File: src/hdl/nnfs_pkg.sv
// Package for the nearest-neighbor frame scaler: payload structs, status and
// command codes, register indexes and register reset values.
// No dependencies.
package nnfs_pkg;

  localparam int POS_W   = 13;
  localparam int SIZE_W  = 13;
  localparam int RATIO_W = 29;
  localparam int PIXEL_W = 24;
  localparam int FRAC_W  = 16;
  localparam int PROD_W  = POS_W + RATIO_W;
  localparam int REG_INDEX_W = 3;
  localparam int REG_DATA_W  = RATIO_W;

  typedef enum logic [REG_INDEX_W-1:0] {
    REG_SOURCE_WIDTH  = 3'd0,
    REG_SOURCE_HEIGHT = 3'd1,
    REG_DEST_WIDTH    = 3'd2,
    REG_DEST_HEIGHT   = 3'd3,
    REG_RATIO_X       = 3'd4,
    REG_RATIO_Y       = 3'd5
  } reg_index_t;

  localparam logic [SIZE_W-1:0]  SOURCE_WIDTH_RESET  = 13'd640;
  localparam logic [SIZE_W-1:0]  SOURCE_HEIGHT_RESET = 13'd480;
  localparam logic [SIZE_W-1:0]  DEST_WIDTH_RESET    = 13'd1920;
  localparam logic [SIZE_W-1:0]  DEST_HEIGHT_RESET   = 13'd1080;
  localparam logic [RATIO_W-1:0] RATIO_X_RESET       = 29'd21845;
  localparam logic [RATIO_W-1:0] RATIO_Y_RESET       = 29'd29127;

  localparam logic MODE_WRITE = 1'b0;
  localparam logic MODE_READ  = 1'b1;

  typedef enum logic [1:0] {
    ST_WRITE = 2'd0,
    ST_READ  = 2'd1,
    ST_RANGE = 2'd2
  } status_t;

  typedef enum logic [1:0] {
    CMD_WRITE = 2'd0,
    CMD_READ  = 2'd1,
    CMD_ERROR = 2'd2
  } cmd_kind_t;

  typedef struct packed {
    logic              mode;
    logic [POS_W-1:0]  pos_x;
    logic [POS_W-1:0]  pos_y;
    logic [PIXEL_W-1:0] pixel_in;
  } in_item_t;

  typedef struct packed {
    logic [PIXEL_W-1:0] pixel_out;
    status_t            status;
  } out_item_t;

  typedef struct packed {
    cmd_kind_t          kind;
    logic [PIXEL_W-1:0] pixel;
  } cmd_t;

endpackage

File: src/hdl/nnfs_queue.sv
// Small register queue between the scaler front and back ends.
// Depends on nnfs_pkg for the command type.
module nnfs_queue #(
  parameter int DEPTH  = 4,
  parameter int ADDR_W = 19
) (
  input  logic                clk,
  input  logic                rst,
  input  logic                push_valid,
  input  nnfs_pkg::cmd_t      push_cmd,
  input  logic [ADDR_W-1:0]   push_addr,
  output logic                full,
  input  logic                pop,
  output nnfs_pkg::cmd_t      pop_cmd,
  output logic [ADDR_W-1:0]   pop_addr,
  output logic                empty
);

  localparam int PTR_W = (DEPTH > 1) ? $clog2(DEPTH) : 1;
  localparam int CNT_W = $clog2(DEPTH + 1);
  localparam logic [CNT_W-1:0] COUNT_MAX = CNT_W'(DEPTH);
  localparam logic [PTR_W-1:0] PTR_LAST  = PTR_W'(DEPTH - 1);

  nnfs_pkg::cmd_t    cmd_slot [DEPTH];
  logic [ADDR_W-1:0] addr_slot [DEPTH];
  logic [PTR_W-1:0]  wr_ptr, rd_ptr;
  logic [CNT_W-1:0]  count;
  logic              do_push, do_pop;

  assign full    = (count == COUNT_MAX);
  assign empty   = (count == '0);
  assign do_push = push_valid && !full;
  assign do_pop  = pop && !empty;

  assign pop_cmd  = cmd_slot[rd_ptr];
  assign pop_addr = addr_slot[rd_ptr];

  always_ff @(posedge clk) begin
    if (rst) begin
      wr_ptr <= '0;
      rd_ptr <= '0;
      count  <= '0;
    end else begin
      if (do_push) begin
        wr_ptr <= (wr_ptr == PTR_LAST) ? '0 : wr_ptr + 1'b1;
      end
      if (do_pop) begin
        rd_ptr <= (rd_ptr == PTR_LAST) ? '0 : rd_ptr + 1'b1;
      end
      if (do_push && !do_pop) begin
        count <= count + 1'b1;
      end else if (do_pop && !do_push) begin
        count <= count - 1'b1;
      end
    end
  end

  always_ff @(posedge clk) begin
    if (do_push) begin
      cmd_slot[wr_ptr]  <= push_cmd;
      addr_slot[wr_ptr] <= push_addr;
    end
  end

endmodule

File: config.mk
export PLATFORM = sky130hd
export DESIGN_NAME = nnfs_queue
export DESIGN_NICKNAME = d
export VERILOG_FILES = /design/src/hdl/nnfs_pkg.sv /design/src/hdl/nnfs_queue.sv
export SDC_FILE = /design/constraint.sdc
export NUM_CORES = 1
export LEC_CHECK = 0
export ABC_CLOCK_PERIOD_IN_PS = 3000
export BUFFER_PORTS_ARGS = -buffer_cell sky130_fd_sc_hd__buf_2
export CORE_UTILIZATION = 35
export CTS_CLUSTER_SIZE = 28
export DETAILED_ROUTE_END_ITERATION = 6
export GPL_ROUTABILITY_DRIVEN = 1
export GPL_TIMING_DRIVEN = 0
export PLACE_DENSITY = 0.64
export RECOVER_POWER = 50
export SYNTH_ARGS = -nofsm -noshare
export SYNTH_HDL_FRONTEND = slang
export SYNTH_SLANG_ARGS = --single-unit
File: constraint.sdc
create_clock -name clk -period 3 [get_ports clk]
set_input_delay 0.9 -clock clk [delete_from_list [all_inputs] [get_ports clk]]
set_output_delay 0.9 -clock clk [all_outputs]
set_load 0.02 [all_outputs]
==> qor.txt <==
Status -> finished clean
Drt total wl -> 12.65 mm
Clock Tree Buf Depth -> 2
Initial Util -> 35.84%
GRT overflow -> 0
Mapped cell area -> 6998 um^2
Post-Route Utilization -> 43.14%
Slew @ Worst Pin -> 1279 ps
CP endpoint kind -> output pin
Slew HR -> 14.71%
Ys async rst share -> 0%
Final setup fails -> 0
I/O Buffers -> 94
Worst-Skew Late Latency -> 420 ps
H-tree depth -> 4
Synthesized Nets -> 341
Yosys cell types -> 26
Post-placement cell count -> 648
Row cnt -> 51
Worst r2r src -> count[0]
Final Wtd Congestion -> 0.6120
Critical path's slowest cell -> mux4_2
DRT iter0 DRCs -> 120
GRT Overall Usage -> 13.06%
Area leader, netlist -> edfxtp_1
Share of cells above drive strength 1 -> 34.30%
Largest net degree at the start of global routing -> 26
DRT Pass-1 Iters -> 4
Main flop type after synthesis -> edfxtp_1
Peak supply drop -> 0.3548 mV
Fin crit period -> 2806 ps
Die height -> 143.4 um
Worst-path cell chain -> buf_4 -> buf_6 -> mux4_2 -> buf_2
Area contributors post-synth -> edfxtp_1 77%, mux4_2 14%, dfxtp_1 2.6%
Pwr Density -> 865.8 nW/um^2
Vias per cell -> 4.822
Slowest stage delay, CP -> 540 ps
WP data required -> 2100 ps
Synth Warn # -> 0
Count leader, synth -> edfxtp_1
Clock transition at path regs -> 70 ps
Post-route ant nets -> 0
Setup bufs post-CTS -> 0
First-pass GRT wire length -> 19.11 mm
# DRC -> 0
Clk sinks -> 189
RSZ-0062 raised after global routing -> false
Worst hold stages -> 2
Crit Path Category -> flop to output pin
Arr. time, crit path -> 1910 ps
Clk_skew -> 13.39 ps
Fmax -> 356.4 MHz
EDFF count, synth -> 180
CP Max Fanout -> 10
Commonest cells in the netlist -> 180 x edfxtp_1, 45 x mux4_2, 9 x dfxtp_1
Final worst-path cycle share -> 93.54%
Leak Pwr -> 2.750 nW
Antenna cells -> 0
CTS tree -> done
Initial antenna violation count -> 0
Setup slack, reg-to-reg -> 280 ps
Root buffer cell -> clkbuf_16
I/O pins -> 96
# hold bufs at CTS -> 0
Startpoint Class -> flop
Final nets -> 457
DP HPWL -> 7.687 mm
Register area share after synthesis -> 79.81%
FF+latch count, synth -> 189
Average size of a mapped cell -> 24.55 um^2
Layout Cells excl Fill -> 679
Slew Limit Fails -> 0
Die Area -> 20560 um^2
Min-delay worst type -> flop to flop
Critical R2R Capture -> count[2]
Hold Startpoint -> rd_ptr[0]
Layout area overhead -> 20.36%
Core area -> 19530 um^2
Vias in the first global route -> 3390
Vias post-DR -> 3274
Wire per inst -> 18.63 um
Post-Synthesis Cells -> 285
Area share of the largest cell type after synthesis -> 77.24%
CTS Buf Count -> 17
Die W -> 143.4 um
Final hold violation count -> 0
Reg2Reg Depth -> 10
Max_cap viols -> 0
-- cell usage in the layout, fill, tap and decap left out, drive strengths merged, types with 3 or more instances in the layout --
| cell type | instances |
|---|---|
| edfxtp | 180 |
| inv | 6 |
| mux4 | 45 |
| bufinv | 5 |
| buf | 62 |
| clkbuf | 65 |
| clkinv | 6 |
| dfxtp | 9 |
| ha | 6 |
| and3 | 4 |
| a21oi | 3 |
| nor2 | 4 |
-- stage by stage --
| step | TNS (ps) | power [W] | hold slack (ps) | worst slack (ps) | area [um^2] |
|---|---|---|---|---|---|
| floorplan | 0 | 0.004500 | 463.4 | 566.5 | 6998 |
| global placement | -88210 | 0.005008 | 485.9 | -498.2 | 7800 |
| detailed placement | 0 | 0.005077 | 496.8 | 218.0 | 7885 |
| CTS | 0 | 0.007419 | 506.9 | 65.08 | 8499 |
| global route | 0 | 0.007606 | 530.8 | 84.04 | 8423 |
| finish | 0 | 0.007293 | 511.4 | 193.8 | 8423 |
-- routing by layer --
metal / routed length, um / GRT usage (%) / up-vias
met3: 599 / 4.265 / 10
met1: 5449 / 16.05 / 1756
li1: - / - / 1434
met2: 6484 / 21.95 / 74
met5: 0 / 0 / -
met4: 118 / 3.863 / 0
-- timing repair --
item / CTS / global route
setup endpoints to repair: 40 / 21
pin swaps: 0 / 0
gates resized for setup: 0 / 1
-- cell families (layout without fill, tap and decap cells) --
family / Yosys count / in the layout / synth area share (%)
buffers and inverters: 17 / 146 / 1.842
AO/OA/AOI/OAI: 7 / 7 / 0.7149
XOR/XNOR: 2 / 2 / 0.2504
AND/OR/NAND/NOR: 16 / 16 / 1.252
adder cells (fa/ha/maj): 7 / 7 / 1.359
multiplexers: 47 / 47 / 14.77
flip-flops: 189 / 189 / 79.81
-- flip-flops by register name, summed over array words and instances, names as in the netlist, named ones only --
signal	count
cmd_slot	104
addr_slot	76
count	3
rd_ptr	2
wr_ptr	2
-- cell type report --
cell class	count	area, um^2
Clock inverter	14	188.9
Timing Repair Buffer	98	494.2
Multi-Input combinational cell	79	1279
Inverter	5	33.78
Sequential cell	189	5587
Buffer	11	80.08
Tap cell	265	331.6
Fill cell	1743	11100
Clock buffer	18	429.2
-- worst max-delay path, delay by kind of cell (launching register included) --
kind	cells	cell delay [ps]
buf+inv	3	630
mux	1	540
flops	1	310
-- power breakdown --
| part | internal [W] | switching [W] | total, W |
|---|---|---|---|
| Sequential | 0.00319 | 0.0000852 | 0.00328 |
| Clock | 0.00140 | 0.000938 | 0.00234 |
| Combinational | 0.000712 | 0.000968 | 0.00168 |
| Total | 0.00530 | 0.00199 | 0.00729 |
-- how the worst max path moves through the flow --
stage                    start         endpoint  slack, ps  cells after the start
global placement    push_valid  cmd_slot[0][10]       -500                      2
global route              flop      pop_addr[4]         80                      4
floorplan           push_valid  addr_slot[3][0]        570                      1
finish                    flop     pop_addr[11]        190                      4
CTS                       flop       pop_cmd[8]         70                      3
detailed placement  push_valid         count[2]        220                      9
Power figures use the tool's default switching activity.
