$ cat src/hdl/nnfs_pkg.sv
// Package for the nearest-neighbor frame scaler: payload structs, status and
// command codes, register indexes and register reset values.
// No dependencies.
package nnfs_pkg;

  localparam int POS_W   = 13;
  localparam int SIZE_W  = 13;
  localparam int RATIO_W = 29;
  localparam int PIXEL_W = 24;
  localparam int FRAC_W  = 16;
  localparam int PROD_W  = POS_W + RATIO_W;
  localparam int REG_INDEX_W = 3;
  localparam int REG_DATA_W  = RATIO_W;

  typedef enum logic [REG_INDEX_W-1:0] {
    REG_SOURCE_WIDTH  = 3'd0,
    REG_SOURCE_HEIGHT = 3'd1,
    REG_DEST_WIDTH    = 3'd2,
    REG_DEST_HEIGHT   = 3'd3,
    REG_RATIO_X       = 3'd4,
    REG_RATIO_Y       = 3'd5
  } reg_index_t;

  localparam logic [SIZE_W-1:0]  SOURCE_WIDTH_RESET  = 13'd640;
  localparam logic [SIZE_W-1:0]  SOURCE_HEIGHT_RESET = 13'd480;
  localparam logic [SIZE_W-1:0]  DEST_WIDTH_RESET    = 13'd1920;
  localparam logic [SIZE_W-1:0]  DEST_HEIGHT_RESET   = 13'd1080;
  localparam logic [RATIO_W-1:0] RATIO_X_RESET       = 29'd21845;
  localparam logic [RATIO_W-1:0] RATIO_Y_RESET       = 29'd29127;

  localparam logic MODE_WRITE = 1'b0;
  localparam logic MODE_READ  = 1'b1;

  typedef enum logic [1:0] {
    ST_WRITE = 2'd0,
    ST_READ  = 2'd1,
    ST_RANGE = 2'd2
  } status_t;

  typedef enum logic [1:0] {
    CMD_WRITE = 2'd0,
    CMD_READ  = 2'd1,
    CMD_ERROR = 2'd2
  } cmd_kind_t;

  typedef struct packed {
    logic              mode;
    logic [POS_W-1:0]  pos_x;
    logic [POS_W-1:0]  pos_y;
    logic [PIXEL_W-1:0] pixel_in;
  } in_item_t;

  typedef struct packed {
    logic [PIXEL_W-1:0] pixel_out;
    status_t            status;
  } out_item_t;

  typedef struct packed {
    cmd_kind_t          kind;
    logic [PIXEL_W-1:0] pixel;
  } cmd_t;

endpackage

$ cat src/hdl/nnfs_front.sv
// Front end of the frame scaler: configuration registers, coordinate scaling,
// range checks and frame index computation. Depends on nnfs_pkg.
module nnfs_front #(
  parameter int FRAME_PIXELS = 524288,
  parameter int COORD_BITS   = 13,
  parameter int ADDR_W       = 19
) (
  input  logic                               clk,
  input  logic                               rst,
  input  logic                               write_enable,
  input  logic [nnfs_pkg::REG_INDEX_W-1:0]   reg_index,
  input  logic [nnfs_pkg::REG_DATA_W-1:0]    write_data,
  input  logic                               in_valid,
  output logic                               in_ready,
  input  nnfs_pkg::in_item_t                 in_item,
  output logic                               push_valid,
  output nnfs_pkg::cmd_t                     push_cmd,
  output logic [ADDR_W-1:0]                  push_addr,
  input  logic                               queue_full
);

  localparam int POS_W  = nnfs_pkg::POS_W;
  localparam int PROD_W = nnfs_pkg::PROD_W;
  localparam int SRC_W  = PROD_W - nnfs_pkg::FRAC_W;
  localparam int IDX_W  = 2 * POS_W + 1;
  localparam int USED_BITS = (COORD_BITS < POS_W) ? COORD_BITS : POS_W;
  localparam logic [POS_W-1:0] POS_MASK = {POS_W{1'b1}} >> (POS_W - USED_BITS);
  localparam logic [IDX_W-1:0] FRAME_LIMIT = IDX_W'(FRAME_PIXELS);

  logic [nnfs_pkg::SIZE_W-1:0]  source_width, source_height, dest_width, dest_height;
  logic [nnfs_pkg::RATIO_W-1:0] ratio_x, ratio_y;

  always_ff @(posedge clk) begin
    if (rst) begin
      source_width  <= nnfs_pkg::SOURCE_WIDTH_RESET;
      source_height <= nnfs_pkg::SOURCE_HEIGHT_RESET;
      dest_width    <= nnfs_pkg::DEST_WIDTH_RESET;
      dest_height   <= nnfs_pkg::DEST_HEIGHT_RESET;
      ratio_x       <= nnfs_pkg::RATIO_X_RESET;
      ratio_y       <= nnfs_pkg::RATIO_Y_RESET;
    end else if (write_enable) begin
      unique case (reg_index)
        nnfs_pkg::REG_SOURCE_WIDTH:  source_width  <= write_data[nnfs_pkg::SIZE_W-1:0];
        nnfs_pkg::REG_SOURCE_HEIGHT: source_height <= write_data[nnfs_pkg::SIZE_W-1:0];
        nnfs_pkg::REG_DEST_WIDTH:    dest_width    <= write_data[nnfs_pkg::SIZE_W-1:0];
        nnfs_pkg::REG_DEST_HEIGHT:   dest_height   <= write_data[nnfs_pkg::SIZE_W-1:0];
        nnfs_pkg::REG_RATIO_X:       ratio_x       <= write_data;
        nnfs_pkg::REG_RATIO_Y:       ratio_y       <= write_data;
        default: ;
      endcase
    end
  end

  // Stage 1: masked coordinates, scaled products, destination bounds.
  logic                        s1_valid;
  logic                        s1_mode;
  logic [POS_W-1:0]            s1_x, s1_y;
  logic [nnfs_pkg::PIXEL_W-1:0] s1_pixel;
  logic [PROD_W-1:0]           s1_prod_x, s1_prod_y;
  logic                        s1_dest_ok;

  // Stage 2: command kind and frame index.
  logic                        s2_valid;
  logic                        s2_mode;
  logic                        s2_coord_ok;
  logic [IDX_W-1:0]            s2_idx;
  logic [nnfs_pkg::PIXEL_W-1:0] s2_pixel;

  logic             advance;
  logic [POS_W-1:0] x_in, y_in;
  logic [PROD_W-1:0] prod_x, prod_y;
  logic [SRC_W-1:0] cx, cy;
  logic             coord_ok;
  logic [2*POS_W-1:0] row_base;
  logic [IDX_W-1:0] idx;

  // Stall the whole front only when stage 2 holds an item the queue cannot take.
  assign advance  = !s2_valid || !queue_full;
  assign in_ready = advance;

  assign x_in   = in_item.pos_x & POS_MASK;
  assign y_in   = in_item.pos_y & POS_MASK;
  assign prod_x = x_in * ratio_x;
  assign prod_y = y_in * ratio_y;

  always_comb begin
    if (s1_mode == nnfs_pkg::MODE_READ) begin
      cx = s1_prod_x[PROD_W-1:nnfs_pkg::FRAC_W];
      cy = s1_prod_y[PROD_W-1:nnfs_pkg::FRAC_W];
    end else begin
      cx = SRC_W'(s1_x);
      cy = SRC_W'(s1_y);
    end
  end

  assign coord_ok = (cx < SRC_W'(source_width)) && (cy < SRC_W'(source_height)) &&
                    ((s1_mode == nnfs_pkg::MODE_WRITE) || s1_dest_ok);
  assign row_base = cy[POS_W-1:0] * source_width;
  assign idx      = IDX_W'(row_base) + IDX_W'(cx[POS_W-1:0]);

  always_ff @(posedge clk) begin
    if (rst) begin
      s1_valid <= 1'b0;
      s2_valid <= 1'b0;
    end else if (advance) begin
      s1_valid <= in_valid;
      s2_valid <= s1_valid;
    end
  end

  always_ff @(posedge clk) begin
    if (advance) begin
      s1_mode    <= in_item.mode;
      s1_x       <= x_in;
      s1_y       <= y_in;
      s1_pixel   <= in_item.pixel_in;
      s1_prod_x  <= prod_x;
      s1_prod_y  <= prod_y;
      s1_dest_ok <= (x_in < dest_width) && (y_in < dest_height);
      s2_mode     <= s1_mode;
      s2_coord_ok <= coord_ok;
      s2_idx      <= idx;
      s2_pixel    <= s1_pixel;
    end
  end

  // Classify: anything outside the frame or past the store becomes an error.
  always_comb begin
    push_cmd.pixel = s2_pixel;
    if (!s2_coord_ok || (s2_idx >= FRAME_LIMIT)) begin
      push_cmd.kind = nnfs_pkg::CMD_ERROR;
    end else if (s2_mode == nnfs_pkg::MODE_READ) begin
      push_cmd.kind = nnfs_pkg::CMD_READ;
    end else begin
      push_cmd.kind = nnfs_pkg::CMD_WRITE;
    end
  end

  assign push_valid = s2_valid;
  assign push_addr  = s2_idx[ADDR_W-1:0];

endmodule

$ cat config.mk
export PLATFORM = sky130hd
export DESIGN_NAME = nnfs_front
export DESIGN_NICKNAME = d
export VERILOG_FILES = /design/src/hdl/nnfs_pkg.sv /design/src/hdl/nnfs_front.sv
export SDC_FILE = /design/constraint.sdc
export NUM_CORES = 2
export LEC_CHECK = 0
export ABC_AREA = 1
export BUFFER_PORTS_ARGS = -buffer_cell sky130_fd_sc_hd__buf_2
export CAP_MARGIN = 10
export CORE_MARGIN = 4
export CORE_UTILIZATION = 60
export CTS_CLUSTER_SIZE = 12
export DETAILED_ROUTE_END_ITERATION = 8
export PLACE_DENSITY = 0.74
export SLEW_MARGIN = 0
export SYNTH_ARGS = -nofsm -noshare
export SYNTH_HDL_FRONTEND = slang
export SYNTH_SLANG_ARGS = --single-unit
$ cat constraint.sdc
create_clock -name clk -period 14.6 [get_ports clk]
set_input_delay 0 -clock clk [delete_from_list [all_inputs] [get_ports clk]]
set_output_delay 0 -clock clk [all_outputs]
set_load 0.1 [all_outputs]
==> impl_metrics.env <==
export IMPL_status="complete, no violations"
export IMPL_cp_max_fo=32
export IMPL_setup_tns_ns=0
export IMPL_wl_per_cell_um=18.29
export IMPL_die_w_um=270.2
export IMPL_avgSynthCellArea_um2=8.022
export IMPL_root_buffer="clkbuf_16"
export IMPL_synth_flop_cell="edfxtp_1"
export IMPL_fill_cells=5898
export IMPL_area_growth_syn_to_layout_pct=6.262
export IMPL_layout_common_cells="inv_1 (1,360), nand2_1 (1,235), fa_1 (723)"
export IMPL_timing_critical_path_to_type="flop"
export IMPL_grt_pass1_wl_um=182800
export IMPL_drc=0
export IMPL_track_usage_pct=31.21
export IMPL_numCtsBuffers=30
export IMPL_io_buffers=134
export IMPL_hold_viol=0
export IMPL_dp_hpwl_um=86870
export IMPL_routed_wirelength_um=111200
export IMPL_yosysSeqAreaShare_pct=16.87
export IMPL_vias_per_cell=5.408
export IMPL_vdd_drop_max_v=0.0001371
export IMPL_path_class="flop to flop"
export IMPL_clock_path_buffers=3
export IMPL_die_h_um=270.2
export IMPL_synthDominantCellAreaShare_pct=35.09
export IMPL_synth_fp_nets=6260
export IMPL_maxSlewViolCount=0
export IMPL_drt_first_pass_iters=5
export IMPL_async_flop_share_pct=0
export IMPL_grt_setup_unrepaired="no"
export IMPL_grt_ovfl_total=0
export IMPL_cts_sinks=269
export IMPL_worstHoldPathType="primary input to flop"
export IMPL_tritoncts="done"
export IMPL_period_needed_ns=6.690
export IMPL_syn_area_mm2=0.04124
export IMPL_crit_required_ns=14.94
export IMPL_clkTransAtPathRegs_ns=0.06
export IMPL_num_nets_final=6300
export IMPL_synth_area_leaders="fa_1 (35%), inv_1 (12%), edfxtp_1 (11%), nand2_1 (11%), ha_1 (9.3%)"
export IMPL_fp_dieArea_mm2=0.07300
export IMPL_worstSkewPairLatency_ns=0.60
export IMPL_cap_violations=0
export IMPL_total_power_uw=6999
export IMPL_setup_violations=0
export IMPL_antenna_left=0
export IMPL_worstMarginPinSlew_ns=1.149
export IMPL_vias=32870
export IMPL_gp_congestion=0.9600
export IMPL_post_route_period_util_pct=45.83
export IMPL_fmax_ghz=0.1495
export IMPL_power_density_mw_per_mm2=159.7
export IMPL_register_area_mm2=0.006957
export IMPL_ios=135
export IMPL_drive_gt1_share_pct=4.957
export IMPL_h_tree_depth=1
export IMPL_syn_inst=5141
export IMPL_arrival_ns=7.03
export IMPL_drt_iter0_markers=2701
export IMPL_ctsResizeCount=0
export IMPL_skew_ns=0.02736
export IMPL_floorplan_core_area_mm2=0.06763
export IMPL_antenna_found_initial=1
export IMPL_p_leak_uw=0.02447
export IMPL_relSlewSlack_pct=23.29
export IMPL_ys_ff_latch=269
export IMPL_grt_pass1_vias=34300
export IMPL_synth_edf_count=157
export IMPL_grt_max_degree=83
export IMPL_rows=95
export IMPL_initial_core_util_pct=60.98
export IMPL_ys_warnings_count=0
export IMPL_multiInputGateArea_mm2=0.02828
export IMPL_synth_largest_area_cell="fa_1"
export IMPL_final_common_cell="inv_1"
export IMPL_synth_distinct_cells=53
export IMPL_start_kind="flop"
layout make-up:
cell class	instances	area share [%]
Multi-Input combinational cell	3294	64.53
Sequential cell	269	15.87
Inverter	1379	11.81
Timing Repair Buffer	207	3.129
Tap cell	873	2.492
Clock buffer	45	1.939
Clock inverter	11	0.2141
Antenna cell	1	0.005710
cells in the mapped netlist (3+ instances only):
cell,instances
a21o_1,16
o211ai_1,12
nand3_1,86
clkbuf_1,154
o21ai_2,10
inv_1,1361
o21bai_1,16
buf_2,11
a21boi_0,14
nor3_1,27
ha_1,308
o21a_1,7
nor2_2,4
nand3b_1,3
fa_1,723
a31oi_1,5
buf_4,19
nand2_1,1236
inv_2,7
o21ai_0,162
nor4_1,10
or2_2,22
nand4_1,23
edfxtp_1,157
nor2_1,334
buf_1,14
clkinv_1,10
nand2_2,10
o21ai_1,8
a21oi_1,186
xnor2_1,11
dfxtp_1,112
xor2_1,40
kinds of logic after synthesis:
family	share of synthesized area, %
buf+inv	14.59
compound gates	6.061
fa+ha+maj	44.44
simple gates	16.96
xor+xnor	1.083
flops	16.87
through the flow:
stage | hold slack, ns | setup WS (ns) | instance area (um2) | cells | util, %
after floorplan | 0.06907 | 8.681 | 41240 | 5141 | -
after global placement | 0.1763 | 8.008 | 42270 | 5961 | 62.50
after detailed placement | 0.1782 | 7.893 | 42270 | 5961 | 62.50
after CTS | 0.0003089 | 7.869 | 43820 | 6078 | 64.80
after global routing | 0.01939 | 7.433 | 43820 | 6078 | 64.80
final | 0.03323 | 7.910 | 43830 | 6079 | 64.80
metal layers:
metal	wire length (um)	GRT usage, %	up-vias	part of all wire, %
li1	-	-	15160	-
met1	47010	44.08	16160	42
met2	51580	51.11	1355	46
met3	9269	4.788	203	8.3
met4	3337	8.062	2	3.0
met5	12	0	-	0.011
registers in the layout (all words and copies together) (netlist names):
| register | flops |
|---|---|
| s1_mode | 1 |
| source_width | 13 |
| source_height | 13 |
| ratio_y | 29 |
| s2_coord_ok | 1 |
| ratio_x | 29 |
| s1_pixel | 24 |
| s2_mode | 1 |
| push_valid | 1 |
| s2_pixel | 24 |
| s1_dest_ok | 1 |
| s1_prod_y | 26 |
| s1_x | 13 |
| dest_height | 13 |
| dest_width | 13 |
| s1_y | 13 |
| s1_valid | 1 |
| s1_prod_x | 26 |
| s2_idx | 27 |
worst paths after layout:
| check | from | to | slack, ns | cells past startpoint |
|---|---|---|---|---|
| max | s1_mode$_DFFE_PP_ | s2_idx[20]$_DFFE_PP_ | 7.91 | 24 |
| max reg2reg | s1_mode$_DFFE_PP_ | s2_idx[20]$_DFFE_PP_ | 7.91 | 24 |
| min reg2reg | s1_pixel[16]$_DFFE_PP_ | s2_pixel[16]$_DFFE_PP_ | 0.41 | 0 |
| min | in_item[43] | s1_x[6]$_DFFE_PP_ | 0.03 | 2 |
where the power goes:
part / switching [uW] / internal, uW
Sequential: 75.3 / 1090
Clock: 322 / 420
Combinational: 3380 / 1710
worst max-delay path, cell delays in order (launching register included):
cell      delay [ns]
edfxtp_1        0.32
buf_4           0.34
inv_2           0.28
or2_2           0.36
o21ai_2         0.14
clkinv_1        0.37
nand2_1         0.18
fa_1            0.45
fa_1            0.50
fa_1            0.54
inv_1           0.05
fa_1            0.45
fa_1            0.49
inv_1           0.05
fa_1            0.47
inv_1           0.04
ha_1            0.35
a21oi_1         0.27
o21ai_0         0.15
a211oi_1        0.23
nand2_1         0.14
nand2_1         0.10
nand2_1         0.05
nand2_1         0.06
nand2_1         0.05
repair_timing:
item	in CTS	in global routing
endpoints found under the hold margin	137	0
hold buffers	61	0
buffers inserted	0	0
Power figures use the tool's default switching activity.
